===== src/rtl/gskl_pkg.sv =====
// Shared constants and the gain table of the soft knee limiter
`timescale 1ns / 1ps
package gskl_pkg;

	// sample width default and fixed field widths
	localparam int SAMPLE_BITS_DEF = 16;
	localparam int GAIN_DB_W       = 5;
	localparam int GAIN_W          = 16;
	localparam int GAIN_DB_MAX     = 24;
	localparam int FRAC_BITS       = 12;

	// knee and span of the soft limiter, integer and Q.12
	localparam int KNEE_INT = 24000;
	localparam int SPAN_INT = 8767;
	localparam logic [63:0] KNEE_Q = 64'(KNEE_INT) << FRAC_BITS;
	localparam logic [63:0] SPAN_Q = 64'(SPAN_INT) << FRAC_BITS;
	localparam logic [63:0] KNEE_LESS_SPAN = KNEE_Q - SPAN_Q;

	// divider: constant dividend span^2, quotient always below 2^26
	localparam int QUO_BITS = 26;
	localparam logic [63:0] DIV_NUM  = SPAN_Q * SPAN_Q;
	localparam logic [63:0] DIV_INIT = DIV_NUM >> QUO_BITS;

	// width of the limited magnitude (always below 32767)
	localparam int LIM_W = 15;

	// linear gain in unsigned Q4.12, 10^(db/20); codes past the top saturate
	function automatic logic [GAIN_W-1:0] gain_lut(input logic [GAIN_DB_W-1:0] db);
		logic [GAIN_W-1:0] g;
		unique case (db)
			5'd0:    g = 16'd4096;
			5'd1:    g = 16'd4596;
			5'd2:    g = 16'd5157;
			5'd3:    g = 16'd5786;
			5'd4:    g = 16'd6492;
			5'd5:    g = 16'd7284;
			5'd6:    g = 16'd8173;
			5'd7:    g = 16'd9170;
			5'd8:    g = 16'd10289;
			5'd9:    g = 16'd11544;
			5'd10:   g = 16'd12953;
			5'd11:   g = 16'd14533;
			5'd12:   g = 16'd16306;
			5'd13:   g = 16'd18296;
			5'd14:   g = 16'd20529;
			5'd15:   g = 16'd23034;
			5'd16:   g = 16'd25844;
			5'd17:   g = 16'd28997;
			5'd18:   g = 16'd32536;
			5'd19:   g = 16'd36506;
			5'd20:   g = 16'd40960;
			5'd21:   g = 16'd45958;
			5'd22:   g = 16'd51566;
			5'd23:   g = 16'd57858;
			default: g = 16'd64917;
		endcase
		return g;
	endfunction

endpackage


===== src/rtl/gskl_front.sv =====
// Front stages: sign split, gain multiply, knee test and divisor setup
`timescale 1ns / 1ps
module gskl_front #(
	parameter int SB     = 16,
	parameter int DW     = 33,
	parameter int SIDE_W = 39
) (
	input  logic                          clk,
	input  logic                          arst_n,
	input  logic [gskl_pkg::GAIN_DB_W-1:0] gain_db,
	input  logic                          in_valid,
	output logic                          in_ready,
	input  logic signed [SB-1:0]          sample_in,
	output logic                          out_valid,
	input  logic                          out_ready,
	output logic [DW-1:0]                 den,
	output logic [SIDE_W-1:0]             side
);
	import gskl_pkg::*;

	localparam int MB    = SB + GAIN_W;
	localparam int LIN_W = MB - FRAC_BITS;

	logic              v_s1, v_s2, v_s3;
	logic              rdy_s1, rdy_s2, rdy_s3;
	logic              pass_s1, pass_s2, pass_s3;
	logic              neg_s1, neg_s2, neg_s3;
	logic [SB-1:0]     raw_s1, raw_s2, raw_s3;
	logic [SB-1:0]     mag_s1;
	logic [GAIN_W-1:0] gain_s1;
	logic [MB-1:0]     prod_s2;
	logic              over_s3;
	logic [DW-1:0]     den_s3;
	logic [LIN_W-1:0]  lin_s3;
	logic [SB-1:0]     raw_in;
	logic [DW-1:0]     prod_ext;

	// stage enables, a stage loads when empty or when its successor moves
	assign rdy_s3   = !v_s3 || out_ready;
	assign rdy_s2   = !v_s2 || rdy_s3;
	assign rdy_s1   = !v_s1 || rdy_s2;
	assign in_ready = rdy_s1;

	assign raw_in   = sample_in;
	assign prod_ext = DW'(prod_s2);

	// valid bits
	always_ff @(posedge clk or negedge arst_n) begin
		if (!arst_n) begin
			v_s1 <= 1'b0;
			v_s2 <= 1'b0;
			v_s3 <= 1'b0;
		end else begin
			if (rdy_s1) v_s1 <= in_valid;
			if (rdy_s2) v_s2 <= v_s1;
			if (rdy_s3) v_s3 <= v_s2;
		end
	end

	// stage 1: magnitude and sign, gain lookup
	always_ff @(posedge clk) begin
		if (rdy_s1 && in_valid) begin
			pass_s1 <= (gain_db == '0);
			neg_s1  <= raw_in[SB-1];
			raw_s1  <= raw_in;
			mag_s1  <= raw_in[SB-1] ? (~raw_in + SB'(1)) : raw_in;
			gain_s1 <= gain_lut(gain_db);
		end
	end

	// stage 2: magnitude times gain, Q.12
	always_ff @(posedge clk) begin
		if (rdy_s2 && v_s1) begin
			pass_s2 <= pass_s1;
			neg_s2  <= neg_s1;
			raw_s2  <= raw_s1;
			prod_s2 <= {{GAIN_W{1'b0}}, mag_s1} * {{SB{1'b0}}, gain_s1};
		end
	end

	// stage 3: knee compare and divisor span + excess
	always_ff @(posedge clk) begin
		if (rdy_s3 && v_s2) begin
			pass_s3 <= pass_s2;
			neg_s3  <= neg_s2;
			raw_s3  <= raw_s2;
			over_s3 <= prod_ext > DW'(KNEE_Q);
			den_s3  <= prod_ext - DW'(KNEE_LESS_SPAN);
			lin_s3  <= prod_s2[MB-1:FRAC_BITS];
		end
	end

	// side word: pass, neg, over, raw sample, linear magnitude
	assign out_valid = v_s3;
	assign den       = den_s3;
	assign side      = {pass_s3, neg_s3, over_s3, raw_s3, lin_s3};

endmodule


===== src/rtl/gskl_div_cell.sv =====
// One divider cell: a single restoring step on a constant dividend bit
`timescale 1ns / 1ps
module gskl_div_cell #(
	parameter int   DW      = 33,
	parameter int   QB      = 26,
	parameter int   SIDE_W  = 39,
	parameter logic NUM_BIT = 1'b0
) (
	input  logic              clk,
	input  logic              arst_n,
	input  logic              in_valid,
	output logic              in_ready,
	input  logic [DW-1:0]     rem_in,
	input  logic [QB-1:0]     quo_in,
	input  logic [DW-1:0]     den_in,
	input  logic [SIDE_W-1:0] side_in,
	output logic              out_valid,
	input  logic              out_ready,
	output logic [DW-1:0]     rem_out,
	output logic [QB-1:0]     quo_out,
	output logic [DW-1:0]     den_out,
	output logic [SIDE_W-1:0] side_out
);

	logic              valid_q;
	logic [DW-1:0]     rem_q;
	logic [QB-1:0]     quo_q;
	logic [DW-1:0]     den_q;
	logic [SIDE_W-1:0] side_q;
	logic [DW:0]       shifted;
	logic [DW:0]       diff;
	logic              ge;

	// shift in the next dividend bit and try the subtract
	assign shifted  = {rem_in, NUM_BIT};
	assign ge       = shifted >= {1'b0, den_in};
	assign diff     = shifted - {1'b0, den_in};
	assign in_ready = !valid_q || out_ready;

	always_ff @(posedge clk or negedge arst_n) begin
		if (!arst_n) begin
			valid_q <= 1'b0;
		end else if (in_ready) begin
			valid_q <= in_valid;
		end
	end

	// remainder, quotient bit and passenger data move one cell on
	always_ff @(posedge clk) begin
		if (in_ready && in_valid) begin
			rem_q  <= ge ? diff[DW-1:0] : shifted[DW-1:0];
			quo_q  <= {quo_in[QB-2:0], ge};
			den_q  <= den_in;
			side_q <= side_in;
		end
	end

	assign out_valid = valid_q;
	assign rem_out   = rem_q;
	assign quo_out   = quo_q;
	assign den_out   = den_q;
	assign side_out  = side_q;

endmodule


===== src/rtl/gskl_back.sv =====
// Back stages: limited magnitude from the quotient, sign restore, output register
`timescale 1ns / 1ps
module gskl_back #(
	parameter int SB     = 16,
	parameter int DW     = 33,
	parameter int QB     = 26,
	parameter int SIDE_W = 39
) (
	input  logic                 clk,
	input  logic                 arst_n,
	input  logic                 in_valid,
	output logic                 in_ready,
	input  logic [DW-1:0]        rem,
	input  logic [QB-1:0]        quo,
	input  logic [SIDE_W-1:0]    side,
	output logic                 out_valid,
	input  logic                 out_ready,
	output logic signed [SB-1:0] sample_out
);
	import gskl_pkg::*;

	localparam int MB    = SB + GAIN_W;
	localparam int LIN_W = MB - FRAC_BITS;
	localparam int MAG_W = (LIN_W > LIM_W) ? LIN_W : LIM_W;

	logic             v_s1, v_s2;
	logic             rdy_s1, rdy_s2;
	logic             pass_in, neg_in, over_in;
	logic [SB-1:0]    raw_in;
	logic [LIN_W-1:0] lin_in;
	logic [QB-1:0]    ceil_q;
	logic [QB-1:0]    frac_part;
	logic [LIM_W-1:0] lim;
	logic             pass_s1, neg_s1;
	logic [SB-1:0]    raw_s1;
	logic [MAG_W-1:0] mag_s1;
	logic [MAG_W-1:0] mag_neg;
	logic [SB-1:0]    res_s2;

	// unpack the side word
	assign lin_in  = side[LIN_W-1:0];
	assign raw_in  = side[LIN_W+SB-1:LIN_W];
	assign over_in = side[LIN_W+SB];
	assign neg_in  = side[LIN_W+SB+1];
	assign pass_in = side[LIN_W+SB+2];

	// knee + (span - ceil(span^2 / den)), then drop the fraction
	assign ceil_q    = quo + QB'(rem != '0);
	assign frac_part = SPAN_Q[QB-1:0] - ceil_q;
	assign lim       = LIM_W'(KNEE_INT) + LIM_W'(frac_part >> FRAC_BITS);

	assign rdy_s2   = !v_s2 || out_ready;
	assign rdy_s1   = !v_s1 || rdy_s2;
	assign in_ready = rdy_s1;

	always_ff @(posedge clk or negedge arst_n) begin
		if (!arst_n) begin
			v_s1 <= 1'b0;
			v_s2 <= 1'b0;
		end else begin
			if (rdy_s1) v_s1 <= in_valid;
			if (rdy_s2) v_s2 <= v_s1;
		end
	end

	// stage 1: pick linear or limited magnitude
	always_ff @(posedge clk) begin
		if (rdy_s1 && in_valid) begin
			pass_s1 <= pass_in;
			neg_s1  <= neg_in;
			raw_s1  <= raw_in;
			mag_s1  <= over_in ? MAG_W'(lim) : MAG_W'(lin_in);
		end
	end

	assign mag_neg = ~mag_s1 + MAG_W'(1);

	// stage 2: output register, sign restored or the sample passed through
	always_ff @(posedge clk) begin
		if (rdy_s2 && v_s1) begin
			if (pass_s1) begin
				res_s2 <= raw_s1;
			end else if (neg_s1) begin
				res_s2 <= mag_neg[SB-1:0];
			end else begin
				res_s2 <= mag_s1[SB-1:0];
			end
		end
	end

	assign out_valid  = v_s2;
	assign sample_out = res_s2;

endmodule


===== src/rtl/gain_soft_knee_limiter_unit.sv =====
// Top level of the gain and soft knee limiter
// Applies a dB gain (0..24, codes above 24 act as 24, 0 passes samples through untouched)
// to signed samples and limits magnitudes above 24000 with a smooth knee that stays
// below 32767. One item is accepted per cycle while no stall holds the input. Each item
// passes through three front stages (sign split, multiply, knee test), then a row
// of 26 divider cells that each resolve one quotient bit of span^2 / (span + excess), and
// two back stages ending in the output register. Stages with an empty slot keep moving
// while the output is stalled. gain_db is written through cfg_wr_en / cfg_wr_data and
// resets to 0; it should change only while no item is in flight. No memory, no init pass.
`timescale 1ns / 1ps
module gain_soft_knee_limiter_unit #(
	parameter int SAMPLE_BITS = gskl_pkg::SAMPLE_BITS_DEF
) (
	input  logic                          clk,
	input  logic                          arst_n,
	input  logic                          cfg_wr_en,
	input  logic [gskl_pkg::GAIN_DB_W-1:0] cfg_wr_data,
	input  logic                          in_valid,
	output logic                          in_stall,
	input  logic signed [SAMPLE_BITS-1:0] sample_in,
	output logic                          out_valid,
	input  logic                          out_stall,
	output logic signed [SAMPLE_BITS-1:0] sample_out
);
	import gskl_pkg::*;

	localparam int MB       = SAMPLE_BITS + GAIN_W;
	localparam int DW       = (MB > 27) ? MB : 27;
	localparam int LIN_W    = MB - FRAC_BITS;
	localparam int SIDE_W   = 3 + SAMPLE_BITS + LIN_W;
	localparam int OVER_POS = LIN_W + SAMPLE_BITS;
	localparam int QB       = QUO_BITS;

	logic [GAIN_DB_W-1:0] gain_db_q;
	logic                 front_ready;
	logic                 back_ready;

	logic              valid_c [0:QB];
	logic              ready_c [0:QB];
	logic [DW-1:0]     rem_c   [0:QB];
	logic [QB-1:0]     quo_c   [0:QB];
	logic [DW-1:0]     den_c   [0:QB];
	logic [SIDE_W-1:0] side_c  [0:QB];

	// gain register
	always_ff @(posedge clk or negedge arst_n) begin
		if (!arst_n) begin
			gain_db_q <= '0;
		end else if (cfg_wr_en) begin
			gain_db_q <= cfg_wr_data;
		end
	end

	assign in_stall = !front_ready;

	gskl_front #(
		.SB     (SAMPLE_BITS),
		.DW     (DW),
		.SIDE_W (SIDE_W)
	) u_front (
		.clk       (clk),
		.arst_n    (arst_n),
		.gain_db   (gain_db_q),
		.in_valid  (in_valid),
		.in_ready  (front_ready),
		.sample_in (sample_in),
		.out_valid (valid_c[0]),
		.out_ready (ready_c[0]),
		.den       (den_c[0]),
		.side      (side_c[0])
	);

	// the divider starts from the top dividend bits, always below the divisor
	assign rem_c[0] = DW'(DIV_INIT);
	assign quo_c[0] = '0;

	// row of divider cells, one quotient bit each
	for (genvar k = 0; k < QB; k++) begin : g_cell
		gskl_div_cell #(
			.DW      (DW),
			.QB      (QB),
			.SIDE_W  (SIDE_W),
			.NUM_BIT (DIV_NUM[QB-1-k])
		) u_cell (
			.clk       (clk),
			.arst_n    (arst_n),
			.in_valid  (valid_c[k]),
			.in_ready  (ready_c[k]),
			.rem_in    (rem_c[k]),
			.quo_in    (quo_c[k]),
			.den_in    (den_c[k]),
			.side_in   (side_c[k]),
			.out_valid (valid_c[k+1]),
			.out_ready (ready_c[k+1]),
			.rem_out   (rem_c[k+1]),
			.quo_out   (quo_c[k+1]),
			.den_out   (den_c[k+1]),
			.side_out  (side_c[k+1])
		);
	end

	assign ready_c[QB] = back_ready;

	gskl_back #(
		.SB     (SAMPLE_BITS),
		.DW     (DW),
		.QB     (QB),
		.SIDE_W (SIDE_W)
	) u_back (
		.clk        (clk),
		.arst_n     (arst_n),
		.in_valid   (valid_c[QB]),
		.in_ready   (back_ready),
		.rem        (rem_c[QB]),
		.quo        (quo_c[QB]),
		.side       (side_c[QB]),
		.out_valid  (out_valid),
		.out_ready  (!out_stall),
		.sample_out (sample_out)
	);

	// an empty output stage means every stage can move, so input is never held
	a_no_stall_when_empty: assert property (@(posedge clk) disable iff (!arst_n)
		!out_valid |-> !in_stall)
		else $error("input stalled while output stage empty");

	// above the knee the divisor exceeds the span
	a_den_above_span: assert property (@(posedge clk) disable iff (!arst_n)
		(valid_c[0] && side_c[0][OVER_POS]) |-> (den_c[0] > DW'(SPAN_Q)))
		else $error("divisor not above span for an item over the knee");

	// restoring division leaves a remainder below the divisor
	a_rem_below_den: assert property (@(posedge clk) disable iff (!arst_n)
		(valid_c[QB] && side_c[QB][OVER_POS]) |-> (rem_c[QB] < den_c[QB]))
		else $error("divider remainder not below divisor");

endmodule


===== config.mk =====
export PLATFORM = sky130hd
export DESIGN_NAME = gain_soft_knee_limiter_unit
export DESIGN_NICKNAME = d
export VERILOG_FILES = /design/src/rtl/gskl_pkg.sv /design/src/rtl/gskl_front.sv /design/src/rtl/gskl_div_cell.sv /design/src/rtl/gskl_back.sv /design/src/rtl/gain_soft_knee_limiter_unit.sv
export SDC_FILE = /design/constraint.sdc
export NUM_CORES = 2
export LEC_CHECK = 0
export BUFFER_PORTS_ARGS = -buffer_cell sky130_fd_sc_hd__buf_2
export CAP_MARGIN = 20
export CORE_MARGIN = 2
export CORE_UTILIZATION = 31
export CTS_BUF_LIST = sky130_fd_sc_hd__clkbuf_4 sky130_fd_sc_hd__clkbuf_8
export DETAILED_ROUTE_END_ITERATION = 8
export PLACE_DENSITY = 0.41
export SYNTH_ARGS = -nofsm -noshare
export SYNTH_HDL_FRONTEND = slang
export SYNTH_HIERARCHICAL = 1
export SYNTH_SLANG_ARGS = --single-unit

===== constraint.sdc =====
create_clock -name clk -period 22 [get_ports clk]
set_input_delay 0 -clock clk [delete_from_list [all_inputs] [get_ports clk]]
set_output_delay 0 -clock clk [all_outputs]
set_load 0.01 [all_outputs]

Word level (Yosys, flattened, before mapping)
Memory sizes are Yosys's and may differ from the RTL's. A register that Yosys moved wholly into a read port is not among the register bits.
Cells that the tools add are included.
Storage, ports and cells
  memory bits (read-only): 512
  register bits after elaboration: 3238
  memories: 1
  logic and storage cells: 370
  input port bits: 26
Operators by class
  magnitude comparators: 27
  bitwise operators: 2
  muxes and demuxes: 29
  reduce and logical (&&, ||, !) cells: 97
  $add $sub $neg: 32
  $mul: 1
Memories
  (no name shown): words 32, bits a word 16, read ports 1, clocked after memory_dff 1, write ports 0, RTL line gskl_pkg.sv:30  | unique case (db)
Operators with widths (number)
  $ge A33 B32 Y1: 25
  $mux W32: 25
  $sub A32 B32 Y32: 25
  $logic_not A1 Y1: 33
  $add A16 B1 Y16 const B: 2
  $ge A26 B32 Y1 const A: 1
  $gt A32 B27 Y1 const B: 1
  $mul A16 B16 Y32: 1
  $mux W16: 2
  $not A16 Y16: 2
  $reduce_bool A32 Y1: 1
  $sub A26 B32 Y32 const A: 1
  $sub A32 B26 Y32 const B: 1
  $logic_and A1 B1 Y1: 31
  $logic_or A1 B1 Y1: 31
  $mux W15: 2
  $add A26 B1 Y26: 1
  $sub A26 B26 Y26 const A: 1
  $add A15 B14 Y15 const A: 1
  $logic_not A5 Y1: 1

Longest topological paths before layout
  depth after elaboration: 33
  gate-level depth with buffers: 31

Hierarchy
Netlist, hierarchy kept.
Modules (own cells, without submodules)
  gskl_div_cell (g_cell[0].u_cell ...): area each 6334.8 sq um, sequential area each 3898.7 sq um, cells each 453, instances 24
  gskl_front: area each 15123.3 sq um, sequential area each 5089.9 sq um, cells each 1393, instances 1
  gskl_div_cell (g_cell[18].u_cell): area each 6337.3 sq um, sequential area each 3898.7 sq um, cells each 454, instances 1
  gskl_div_cell (g_cell[1].u_cell): area each 6105.9 sq um, sequential area each 3898.7 sq um, cells each 482, instances 1
  gskl_back: area each 3462.1 sq um, sequential area each 1551.5 sq um, cells each 327, instances 1
  gain_soft_knee_limiter_unit: area each 196.4 sq um, sequential area each 125.1 sq um, cells each 14, instances 1

Worst setup path after synthesis
Ideal clock, no wire load.
  kind: register -> register
  start point: reg u_back.v_s2, in the netlist u_back/out_valid
  end point: reg g_cell[0].u_cell.den_q[0], enable pin
  data arrival time: 6687 ps
  path buffers: 0
  period minus slack after synthesis: 7190 ps
  cell stages (with the launch flop): 29
  path slack: 14810 ps
  cell sequence: dfrtp_1 -> nand3b_1 -> nand2b_1 -> nand2b_1 -> nand2b_1 -> nand2b_1 -> nand2b_1 -> nand2b_1 -> nand2b_1 -> nand2b_1 -> nand2b_1 -> nand2b_1 -> nand2b_1 -> nand2b_1 -> nand2b_1 -> nand2b_1 -> nand2b_1 -> nand2b_1 -> nand2b_1 -> nand2b_1 -> nand2b_1 -> nand2b_1 -> nand2b_1 -> nand2b_1 -> nand2b_1 -> nand2b_1 -> nand2b_1 -> nand2b_1 -> and2_1
RTL lines
  start, declared: RTL line gskl_back.sv:26  | logic v_s1, v_s2;
  start signal, assigned: RTL line gskl_back.sv:62  | if (rdy_s2) v_s2 <= v_s1;
  end signal, assigned: RTL line gskl_div_cell.sv:53  | den_q <= den_in;
  end, declared: RTL line gskl_div_cell.sv:28  | logic [DW-1:0] den_q;

==> flow_summary_export.csv <==
group,metric,value,unit
status,status,"complete, no violations",
hold_path,min_to,"gain_db_q[1]",
drt,drc,0,
critical_path,endpoint_kind,"output pin",
floorplanning,die_area,552000,µm²
flow_run,maxCapViolCount,0,
synth,yosys_warnings,6,
hold_path,whs_path_depth,4,
power,internal_power,0.01918,W
critical_path,worst_path_max_delay_cell,"dfrtp_1",
global_route,grt.total_usage,17.38,%
sta,final.period_utilization,35.00,%
power,power_switching,0.01329,W
sta,hold_ws,248.7,ps
drt,vias,104753,
placed_design,place_ws,14830,ps
synth,synth_cells,13077,
cells_and_area,layout-drive-gt1-share,14.65,%
floorplanning,start_util,31.11,%
critical_path,cp-start-kind,"register",
critical_path,reg2reg_from,"u_back/out_valid",
global_route,grt_pass1_wl,724.1,mm
power,power-per-cell-area,172.2,nW/µm²
sta,final.setup.tns,0,ps
drt,wl_met3,17.43,mm
placed_design,gp_congestion,0.8510,
power,p_comb_share,52.5,%
clocking,postCtsResizedCells,0,
power,ir_drop,0.4552,mV
hold_path,worstHoldStart,"cfg_wr_en",
floorplanning,fp.dieH,743,µm
clocking,clock_path_buffers,4,
floorplanning,placementRows,271,
cells_and_area,area_growth,11.40,%
power,netSwitchingFraction,40.94,%
clocking,cts_tree,"built",
sta,finClkSkew,69.34,ps
drt,wl_met2,243.0,mm
drt,wl_met1,221.0,mm
power,power_leakage,74.15,nW
drt,top_layer,"met5",
cells_and_area,most-common-layout-cells,"edfxtp_1 (3106), inv_1 (1198), ha_1 (967), a21oi_1 (683), nand2_1 (608)",
critical_path,worst_r2r_path_depth,29,
hold_path,hold_path.class,"input port to register",
sta,layout_setup_ws,14300,ps
critical_path,critPathMaxFanout,4,
cells_and_area,final_nets,14708,
critical_path,arrival,7700,ps
sta,fmax,0.1299,GHz
floorplanning,die_w,743,µm
drt,wl_per_cell,23.29,µm
sta,rsz0062_at_grt,"no",
floorplanning,ioPinCount,44,
global_route,grt_antenna_before_repair,22,
clocking,cts_setup_buffers,0,
critical_path,rrSetupSlack,15050,ps
global_route,grt_pass1_vias,106887,
sta,timing.final.crit_period,7701,ps
cells_and_area,final_common_cell,"edfxtp_1",
sta,finalHoldViolCount,0,
clocking,h-tree-depth,6,
power,clkPwrFrac,17.1,%
drt,via_per_inst,4.951,
drt,antenna_left,0,
power,power_frac_seq,30.4,%
sta,drv_slew,0,
drt,drt-initial-drc-count,7412,
drt,drt-pass1-iter-count,6,
cells_and_area,final_util,34.65,%
global_route,grt_max_degree,80,
clocking,cts_made_buffers,573,
critical_path,timing_worst_setup_path_type,"register to output pin",
clocking,insertion_delay,1250,ps
sta,relSlewSlack,28.57,%
global_route,gr-total-overflow,0,
placed_design,port_buffers,43,
drt,wirelength,492.8,mm
sta,setup_viol,0,
floorplanning,core_area,544200,µm²
critical_path,path_common_cell,"nand2b_1",
clocking,clock_sinks,3142,
synth,netlist_area,169300,µm²
sta,worst_pin_slew,1062,ps
critical_path,r2r-end,"g_cell[0].u_cell/den_out[21]",
critical_path,max_stage_delay,370,ps
synth,synth.avg_cell_area,12.95,µm²
cells_and_area,fillers,53077,
placed_design,hpwl,378.6,mm
critical_path,worstPathRequired,22000,ps
clocking,clk_pin_slew,60,ps
clocking,cts-root-buf,"clkbuf_8",
==> critical path: cells and delay by family (launching register included) <==
family	cells	cell delay (ps)
flops	1	370
simple gates	29	5690
buf+inv	2	430
==> power groups by stage <==
stage                     logic [W]  registers [W]  clock network, W
after floorplan              0.0131        0.00931                 0
after global placement       0.0171         0.0100                 0
after detailed placement     0.0170         0.0100                 0
after CTS                    0.0172        0.00993           0.00583
after global routing         0.0188        0.00999           0.00608
final                        0.0170        0.00987           0.00556
==> flip-flops by register name (all words and copies together), names as in the netlist, 16 cells and up <==
signal / count
u_back/raw_s1: 16
g_cell.u_cell/rem_out: 832
g_cell.u_cell/side_out: 910
u_front/gain_s1: 16
u_front/den: 32
g_cell.u_cell/den_out: 800
u_front/lin_s3: 16
u_back/sample_out: 16
u_front/prod_ext: 32
u_back/mag_s1: 16
g_cell.u_cell/quo_out: 351
g_cell.u_cell/out_valid: 26
==> per-layer routing <==
| layer | global-route usage [%] | up-vias |
|---|---|---|
| met5 | 0 | - |
| met4 | 4.086 | 4 |
| met3 | 2.228 | 591 |
| met2 | 30.20 | 2115 |
| met1 | 23.00 | 52477 |
| li1 | - | 49566 |
==> what timing repair did <==
item / CTS / global route
hold buffers: 57 / 1
endpoints found under the setup margin: 0 / 0
endpoints found under the hold margin: 197 / 11
==> stage by stage <==
step / power, W / cell area (µm²) / std cells
global route: 0.03483 / 188600 / 21155
detailed placement: 0.02706 / 176700 / 20091
finish: 0.03247 / 188600 / 21158
global placement: 0.02717 / 176600 / 20087
floorplan: 0.02240 / 169500 / 13138
CTS: 0.03295 / 188500 / 21143
==> layout make-up <==
| class | instances | area (µm²) | share of cell area, % |
|---|---|---|---|
| Timing Repair Buffer | 175 | 1389 | 0.7364 |
| Tap cell | 7234 | 9051 | 4.799 |
| Clock buffer | 725 | 9034 | 4.790 |
| Antenna cell | 9 | 22.52 | 0.01194 |
| Sequential cell | 3142 | 94170 | 49.93 |
| Multi-Input combinational cell | 8379 | 67930 | 36.02 |
| Clock inverter | 270 | 2213 | 1.174 |
| Inverter | 1224 | 4782 | 2.536 |
==> worst max-delay path by stage <==
stage	start	end	slack, ps	cells past startpoint
2_1_floorplan	u_back/out_valid	g_cell[0].u_cell/den_out[0]	15490	28
3_3_place_gp	u_back/out_valid	u_front/gain_s1[14]	14830	30
3_5_place_dp	u_back/out_valid	u_front/gain_s1[15]	14830	30
4_1_cts	u_back/out_valid	in_stall	13980	31
5_1_grt	u_back/out_valid	in_stall	13580	31
6_report	u_back/out_valid	in_stall	14300	31
Note: power is estimated with default switching activity, not from simulation.
